## config.mk

```make
export PLATFORM = sky130hd
export DESIGN_NAME = lfb_cfg
export DESIGN_NICKNAME = d
export VERILOG_FILES = /design/src/lfb_pkg.sv /design/src/lfb_cfg.sv
export SDC_FILE = /design/constraint.sdc
export NUM_CORES = 1
export LEC_CHECK = 0
export BUFFER_PORTS_ARGS = -buffer_cell sky130_fd_sc_hd__buf_2
export CORE_MARGIN = 2
export CORE_UTILIZATION = 55
export CTS_CLUSTER_DIAMETER = 60
export DETAILED_ROUTE_END_ITERATION = 8
export GPL_TIMING_DRIVEN = 0
export PLACE_DENSITY = 0.77
export SETUP_SLACK_MARGIN = 0.1
export SYNTH_ARGS = -nofsm -noshare
export SYNTH_HDL_FRONTEND = slang
export SYNTH_SLANG_ARGS = --single-unit
```

## constraint.sdc

```tcl
create_clock -name clk -period 12.2 [get_ports clk]
set_clock_uncertainty 0.1 [all_clocks]
set_input_delay 0.61 -clock clk [delete_from_list [all_inputs] [get_ports clk]]
set_output_delay 0.61 -clock clk [all_outputs]
set_load 0.02 [all_outputs]
```

## src/lfb_pkg.sv

```systemverilog
// Shared types, constants and fixed-point helpers for the D3Q7 flux boundary block.
package lfb_pkg;

    localparam int VW   = 32;          // value width
    localparam int FB   = 16;          // fraction bits
    localparam int QW   = VW + FB;     // dividend width of a quotient
    localparam int MW   = QW + 1;      // magnitude width before packing
    localparam int PW   = 2 * VW;      // full product width
    localparam int RW   = VW + 1;      // partial remainder width
    localparam int CW   = 3;           // register index width
    localparam int CNTW = $clog2(QW);
    localparam int ZW   = 5;           // valence width

    typedef logic signed [VW-1:0] val_t;
    typedef logic [1:0] mode_t;

    localparam val_t VMAX = {1'b0, {(VW-1){1'b1}}};
    localparam val_t VMIN = {1'b1, {(VW-1){1'b0}}};
    localparam val_t ONE  = val_t'(1 << FB);
    localparam val_t HALF = val_t'(1 << (FB - 1));

    localparam mode_t MODE_DIFF = 2'd1;
    localparam mode_t MODE_ELEC = 2'd2;

    typedef enum logic [CW-1:0] {
        REG_MODE,
        REG_SIDE,
        REG_TAU,
        REG_FLUX,
        REG_DIFF,
        REG_VAL,
        REG_VT
    } reg_idx_t;

    typedef enum logic [2:0] {
        CS_IDLE,
        CS_LOAD_H,
        CS_RUN_H,
        CS_LOAD_T,
        CS_RUN_T
    } cfg_state_t;

    typedef struct packed {
        logic           neg;
        logic [PW-1:0]  mag;
    } prod_t;

    typedef struct packed {
        mode_t  mode;
        logic   side;
        val_t   flux;
        val_t   h;
        val_t   a;
        val_t   t;
        logic   hfault;
        logic   tfault;
    } cfg_t;

    typedef struct packed {
        val_t   num;
        logic   fault;
        logic   mode1;
        val_t   d2;
    } side_t;

    typedef struct packed {
        logic [RW-1:0]  r;
        logic [QW-1:0]  q;
        logic [QW-1:0]  x;
        logic [VW-1:0]  dd;
    } div_t;

    function automatic logic [VW-1:0] magn(val_t v);
        return v[VW-1] ? VW'(-v) : VW'(v);
    endfunction

    function automatic val_t pack(logic neg, logic [MW-1:0] m);
        if (!neg)
            return (m > {{(MW-VW){1'b0}}, VMAX}) ? VMAX : val_t'(m[VW-1:0]);
        if (m > {{(MW-VW){1'b0}}, VMIN})
            return VMIN;
        return val_t'(-m[VW-1:0]);
    endfunction

    function automatic val_t sadd(val_t a, val_t b);
        logic [VW:0] s;
        s = {a[VW-1], a} + {b[VW-1], b};
        if (s[VW] != s[VW-1])
            return s[VW] ? VMIN : VMAX;
        return val_t'(s[VW-1:0]);
    endfunction

    function automatic val_t ssub(val_t a, val_t b);
        return sadd(a, (b == VMIN) ? VMAX : val_t'(-b));
    endfunction

    function automatic prod_t pmul(val_t a, val_t b);
        prod_t p;
        p.neg = a[VW-1] ^ b[VW-1];
        p.mag = PW'(magn(a)) * PW'(magn(b));
        return p;
    endfunction

    // Round to nearest with ties away from zero, then saturate.
    function automatic val_t prnd(prod_t p);
        logic [PW:0] s;
        s = {1'b0, p.mag} + (PW+1)'(1 << (FB - 1));
        return pack(p.neg, MW'(s >> FB));
    endfunction

    function automatic div_t dinit(val_t n, logic [VW-1:0] dd);
        div_t o;
        o.r  = '0;
        o.q  = '0;
        o.x  = {magn(n), {FB{1'b0}}};
        o.dd = dd;
        return o;
    endfunction

    // One restoring long-division step: one quotient bit.
    function automatic div_t dstep(div_t s);
        div_t o;
        logic [RW-1:0] r;
        r    = {s.r[RW-2:0], s.x[QW-1]};
        o.x  = s.x << 1;
        o.q  = s.q << 1;
        o.dd = s.dd;
        if (r >= RW'(s.dd)) begin
            r      = r - RW'(s.dd);
            o.q[0] = 1'b1;
        end
        o.r = r;
        return o;
    endfunction

    function automatic val_t dfin(div_t s, logic neg);
        logic [MW-1:0] q;
        q = {1'b0, s.q} + MW'({s.r, 1'b0} >= (RW+1)'(s.dd));
        return pack(neg, q);
    endfunction

endpackage

```

## src/lfb_cfg.sv

```systemverilog
// Configuration registers and the iterative unit deriving 0.5/tau, 1 - 0.5/tau and t.
module lfb_cfg
    import lfb_pkg::*;
(
    input  logic            clk,
    input  logic            rst_n,
    input  logic            cfg_valid,
    output logic            cfg_ready,
    input  logic [CW-1:0]   cfg_index,
    input  logic [VW-1:0]   cfg_data,
    output logic            busy,
    output cfg_t            cfg
);

    cfg_state_t          state_reg, state_next;
    mode_t               mode_reg;
    logic                side_reg;
    logic [VW-2:0]       tau_reg;
    val_t                flux_reg;
    logic [VW-2:0]       diff_reg;
    logic signed [ZW-1:0] val_reg;
    logic [VW-2:0]       vt_reg;
    val_t                h_reg;
    val_t                a_reg;
    val_t                t_reg;
    logic                hfault_reg;
    logic                tfault_reg;
    logic [CNTW-1:0]     cnt_reg;
    div_t                dv_reg;
    logic                neg_reg;

    logic                wr;
    logic                load_h;
    logic                load_t;
    logic                run;
    logic                last;
    logic [ZW-1:0]       zmag;
    val_t                dnum;
    div_t                dv_step;

    assign cfg_ready = 1'b1;
    assign wr        = cfg_valid;
    assign zmag      = val_reg[ZW-1] ? ZW'(-val_reg) : ZW'(val_reg);
    assign dnum      = pack(val_reg[ZW-1], MW'(diff_reg) * MW'(zmag));
    assign dv_step   = dstep(dv_reg);

    always_comb
    begin
        state_next = state_reg;
        if (wr)
        begin
            state_next = CS_LOAD_H;
        end
        else
        begin
            case (state_reg)
                CS_IDLE:   state_next = CS_IDLE;
                CS_LOAD_H: state_next = CS_RUN_H;
                CS_RUN_H:  state_next = last ? CS_LOAD_T : CS_RUN_H;
                CS_LOAD_T: state_next = CS_RUN_T;
                CS_RUN_T:  state_next = last ? CS_IDLE : CS_RUN_T;
                default:   state_next = CS_IDLE;
            endcase
        end
    end

    always_comb
    begin
        busy   = 1'b1;
        load_h = 1'b0;
        load_t = 1'b0;
        run    = 1'b0;
        case (state_reg)
            CS_IDLE:   busy   = 1'b0;
            CS_LOAD_H: load_h = 1'b1;
            CS_RUN_H:  run    = 1'b1;
            CS_LOAD_T: load_t = 1'b1;
            CS_RUN_T:  run    = 1'b1;
            default:   busy   = 1'b1;
        endcase
    end

    assign last = run && (cnt_reg == CNTW'(QW - 1));

    always_ff @(posedge clk or negedge rst_n)
    begin
        if (!rst_n)
        begin
            state_reg  <= CS_IDLE;
            mode_reg   <= '0;
            side_reg   <= 1'b0;
            tau_reg    <= (VW-1)'(ONE);
            flux_reg   <= '0;
            diff_reg   <= '0;
            val_reg    <= ZW'(1);
            vt_reg     <= (VW-1)'(ONE);
            h_reg      <= HALF;
            a_reg      <= HALF;
            t_reg      <= '0;
            hfault_reg <= 1'b0;
            tfault_reg <= 1'b0;
            cnt_reg    <= '0;
        end
        else
        begin
            state_reg <= state_next;
            if (wr)
            begin
                case (cfg_index)
                    REG_MODE: mode_reg <= cfg_data[1:0];
                    REG_SIDE: side_reg <= cfg_data[0];
                    REG_TAU:  tau_reg  <= cfg_data[VW-2:0];
                    REG_FLUX: flux_reg <= val_t'(cfg_data);
                    REG_DIFF: diff_reg <= cfg_data[VW-2:0];
                    REG_VAL:  val_reg  <= cfg_data[ZW-1:0];
                    REG_VT:   vt_reg   <= cfg_data[VW-2:0];
                    default:  ;
                endcase
            end
            if (load_h || load_t)
                cnt_reg <= '0;
            else if (run)
                cnt_reg <= cnt_reg + CNTW'(1);
            if (load_t)
                a_reg <= ssub(ONE, h_reg);
            if (last && state_reg == CS_RUN_H)
            begin
                hfault_reg <= (tau_reg == '0);
                h_reg      <= (tau_reg == '0) ? VMAX : dfin(dv_step, neg_reg);
            end
            if (last && state_reg == CS_RUN_T)
            begin
                tfault_reg <= (vt_reg == '0);
                t_reg      <= dfin(dv_step, neg_reg);
            end
        end
    end

    always_ff @(posedge clk)
    begin
        if (load_h)
        begin
            dv_reg  <= dinit(HALF, {1'b0, tau_reg});
            neg_reg <= 1'b0;
        end
        else if (load_t)
        begin
            dv_reg  <= dinit(dnum, {1'b0, vt_reg});
            neg_reg <= dnum[VW-1];
        end
        else if (run)
        begin
            dv_reg <= dv_step;
        end
    end

    assign cfg.mode   = mode_reg;
    assign cfg.side   = side_reg;
    assign cfg.flux   = flux_reg;
    assign cfg.h      = h_reg;
    assign cfg.a      = a_reg;
    assign cfg.t      = t_reg;
    assign cfg.hfault = hfault_reg;
    assign cfg.tfault = tfault_reg;

endmodule

```

# After elaboration in Yosys (flattened, before gate mapping)
# Cells that the tools add are included.
# W data, S select, Z words.
[totals]
output_inout_bits = 135
word_cells = 114
latchBits = 0
ff_bits = 383
memories = 0
in_bits = 38
mem_bits_rw = 0
rom_bits = 0
[op_classes]
div_mod_pow = 0
n_reduce_logical = 20
add_sub_neg = 9
muxes = 46
n_mul = 1
bitwise = 0
n_shift = 0
order_cmp = 6
n_eq_ne = 13
[op_table]
columns = ["op", "n"]
rows = [
  ["$mux W32", 18],
  ["$mux W80", 2],
  ["$neg A32 Y32", 4],
  ["$logic_not A31 Y1", 2],
  ["$add A48 B1 Y49", 1],
  ["$gt A49 B31 Y1 const B", 1],
  ["$gt A49 B32 Y1 const B", 1],
  ["$gt A36 B31 Y1 const B", 1],
  ["$gt A36 B32 Y1 const B", 1],
  ["$mul A31 B5 Y36", 1],
  ["$ge A34 B31 Y1", 1],
  ["$add A18 B32 Y33 const A", 1],
  ["$ge A33 B31 Y1", 1],
  ["$mux W33", 1],
  ["$sub A33 B31 Y33", 1],
  ["$eq A32 B32 Y1 const B", 1],
  ["$mux W31", 1],
  ["$mux W1", 18],
  ["$reduce_and A2 Y1", 7],
  ["$eq A3 B2 Y1 const B", 4],
  ["$eq A3 B3 Y1 const B", 4],
  ["$mux W6", 2],
  ["$pmux W3 S4", 1],
  ["$add A6 B1 Y6 const B", 1],
  ["other kinds (11)", 19],
]

# Depth between registers and ports, before layout
[depth]
ltp_word = 13
ltp_mapped = 48
depth_no_buf = 46

# Worst setup path before layout
# No wires, ideal clock.
[synth_path]
path_kind = "reg2reg"
from = "register dv_reg[1] (netlist name)"
to = "register h_reg[10]"
arrival_ps = 9156
required_time_ps = 12023
slack_ps = 2867
synth_period_minus_slack_ps = 9333
setup_ps = 77
path_stages_with_launch = 46
n_path_buf = 3
cell_sequence = "edfxtp_1 -> inv_1 -> ha_1 -> a21oi_1 -> o21bai_1 -> a2111oi_0 -> o31ai_1 -> a31oi_1 -> o311ai_0 -> a31oi_1 -> o21ai_0 -> nand2_1 -> a21oi_1 -> or3b_2 -> clkbuf_1 -> clkbuf_1 -> or2_2 -> and2_1 -> (+10 left out) -> nand4_1 -> ha_1 -> ha_1 -> and3_1 -> nand4_1 -> xor2_1 -> nand4_1 -> nor4_1 -> and4_1 -> and4_1 -> and3_1 -> and3_1 -> a21oi_1 -> nor2_1 -> clkbuf_1 -> o21ai_0 -> a22o_1 -> a21oi_1"
[synth_lines]
columns = ["item", "line_no", "source"]
rows = [
  ["start, declared", "lfb_cfg.sv:29", "div_t dv_reg;"],
  ["start signal, assigned", "lfb_cfg.sv:143", "dv_reg <= dinit(HALF, {1'b0, tau_reg});"],
  ["start signal, assigned", "lfb_cfg.sv:148", "dv_reg <= dinit(dnum, {1'b0, vt_reg});"],
  ["start signal, assigned", "lfb_cfg.sv:153", "dv_reg <= dv_step;"],
  ["end signal, assigned", "lfb_cfg.sv:129", "h_reg <= (tau_reg == '0) ? VMAX : dfin(dv_step, neg_reg);"],
  ["end, declared", "lfb_cfg.sv:23", "val_t h_reg;"],
]

==> impl_results.md <==
- Status: finished, violations left
- Violated checks: negative hold slack
- Mux share of post-synthesis cell area: 9.55%
- CTS tree: yes
- HPWL after DPL: 60300 um
- CP bufs+invs: 6
- Worst EP arrival: 11.71 ns
- DRC viols: 0
- Critical path peak fanout: 10
- Synthesis-stage register bit count: 383
- Cell Rows: 83
- Clock Sinks: 383
- Pre-CTS WS: 0.288 ns
- Fin Setup TNS: 0 ns
- IO buf count: 170
- Clk slew on worst S/H paths: 0.06 ns
- Crit path kind: flop to flop
- Stages on the worst setup path: 44
- Crit end category: flop
- Die W: 232 um
- Yosys cell types: 114
- Min Hold Slack: -0.0460 ns
- Root buf cell: clkbuf_16
- Largest net degree at the start of global routing: 127
- Synthesized cell area: 28600 sq um
- Final cell count without fillers: 4071
- Vias per Instance: 6.08
- Fillcell total: 4328
- Worst-margin pin slew: 1.25 ns
- Vias in the first global route: 23800
- Initial antenna violation count: 1
- Number of flip-flops in the largest register: 142
- Worst vdd ir: 0.373 mV
- First-pass GRT wire length: 127000 um
- Cts hold-fix bufs: 0
- Main flop type after synthesis: dfrtp_1
- Initial core utilization: 55.7%
- Max cap viols: 0
- Ratio of cells with drive above 1 in the final layout: 16.6%
- CTS buffer count: 44
- Antenna Violating Nets Remaining: 0
- Post-synth EDFFs: 31
- Tot Pwr: 8.58 mW
- Fmax: 0.0881 GHz
- Most common cell in the synthesized netlist: dfrtp_1
- Clk_lat worst skew: 0.59 ns
- Largest family of logic cells by synthesized area: compound AO/OA/AOI/OAI gates
- R2r worst-path depth: 44
- Synth Area in Compound Gates: 18.7%
- Tightest Hold Check Type: input pin to asynchronous set/reset pin
- Cell mode on critical path: a21oi_1
- CP startpoint kind: flop
- DRT iter0 DRCs: 2202
- Final Max Tran Viols: 0
- Via count: 24700
- PD cells: 269 nW/um^2
- Die ar.: 53900 sq um
- Post-Synth Simple-Gate Area: 18.2%
- Final min period: 11.35 ns
- Core area: 51400 sq um
- Top Family by Delay on Critical Path: compound AO/OA/AOI/OAI gates
- RSZ-0062 raised after global routing: no
- Synth area leaders: dfrtp_1 (21%), dfxtp_1 (7.8%), mux2_2 (7.6%)
- Syn avg cell area: 9.15 sq um
- Adder-Cell Fraction of Synth Area: 11.2%
- Grt total ovfl: 0
- Seq/Total Area, Yosys: 32.1%
- R2r startpoint: dv_reg[79]
- Synth Area in XOR/XNOR: 4.80%
- Final Wtd Congestion: 0.963
- Fin crit share: 93.0%
- Setup WS post-layout: 0.848 ns
- Commonest cells in the netlist: dfrtp_1 (235), nand2_1 (231), mux2_2 (194), inv_1 (189), nor2_1 (185)
- All-Layer GR Usage: 29.2%
- Cell taking the most area after synthesis: dfrtp_1
- CP max stage delay: 0.62 ns
- Slowest cell on the critical path: or4_1
- Clk buf depth: 3
- Cells after DPL: 3981
- Routed WL: 78800 um
- Fin nets: 3594
- Leakage power: 14.5 nW
- R2R Setup Slk: 0.85 ns
- Synth Net Count: 3371
- Chip Height: 232 um
- H-Tree Depth: 2
- Fraction of registers with async set/reset: 62.7%
- WP data required: 12.55 ns
- First-pass DRT Iterations: 5
- Reg-to-reg endpoint: t_reg[3]
- WL/cell: 19.4 um
- Share of the synthesized area in the top cell type: 20.5%
- Final setup fails: 0
- Synth-to-Final Area Change: 11.6%
- Hold Violations, Final: 20
- Post-synthesis cell count: 3129
- IO Pins: 173
- Max transition margin: 15.4%
- Yosys warnings: 0
[what timing repair did]
item                                    in CTS  in global routing
setup buffers                                0                  5
endpoints found under the setup margin       0                 64
gates resized for setup                      0                 19
[worst max-delay path by stage]
stage	start	endpoint	slack (ns)
after floorplan	dv_reg[1]	h_reg[10]	2.87
after global placement	dv_reg[1]	t_reg[14]	0.42
after detailed placement	dv_reg[79]	t_reg[3]	0.29
after CTS	dv_reg[79]	t_reg[3]	0.21
after global routing	dv_reg[79]	t_reg[3]	0.04
final	dv_reg[79]	t_reg[3]	0.85
[kinds of logic after synthesis]
| kind of cell | count (synthesis) |
|---|---|
| AOI/OAI and AO/OA | 784 |
| xor gates and xnor gates | 157 |
| adders and majority gates | 204 |
| buffers and inverters | 373 |
| DFF | 383 |
| muxes | 249 |
| other | 1 |
| and+or+nand+nor | 978 |
[final cells by class]
cell class,instances,area (sq um),share of cell area [%]
diodes,3,7.51,0.0235
clock buffers,62,1220,3.81
clock inverters,20,224,0.701
flip-flops and latches,383,9190,28.7
repair buffers,177,946,2.96
multi-input cells,2373,18000,56.2
well taps,680,851,2.66
inverters,189,709,2.22
plain buffers,184,842,2.64
[through the flow]
stage / instance area [sq um] / utilization (%)
global placement: 30300 / 59.0
floorplan: 28600 / -
CTS: 31800 / 61.9
finish: 31900 / 62.2
detailed placement: 30400 / 59.1
global route: 31900 / 62.1
[layer usage]
layer  track usage [%]  wire (um)  vias up
li1                  -          -    11700
met3              4.21       5020      153
met1              38.8      33500    12100
met4              9.98       2510        0
met2              48.6      37700      818
met5                 0          0        -
[layout by cell type (no fill, tap or decap), drive strengths merged, types with 112 or more instances in the layout]
master / n
dfrtp: 235
a21oi: 176
clkbuf: 191
nand2: 233
dfxtp: 112
ha: 116
mux2: 194
o21ai: 166
nor2: 187
inv: 197
buf: 232
[power breakdown]
group	internal, mW	switching, mW	total (mW)
Combinational	2.05	3.62	5.67
Clock	0.756	0.560	1.32
Sequential	1.45	0.142	1.60
(Power assumes the default switching activity.)
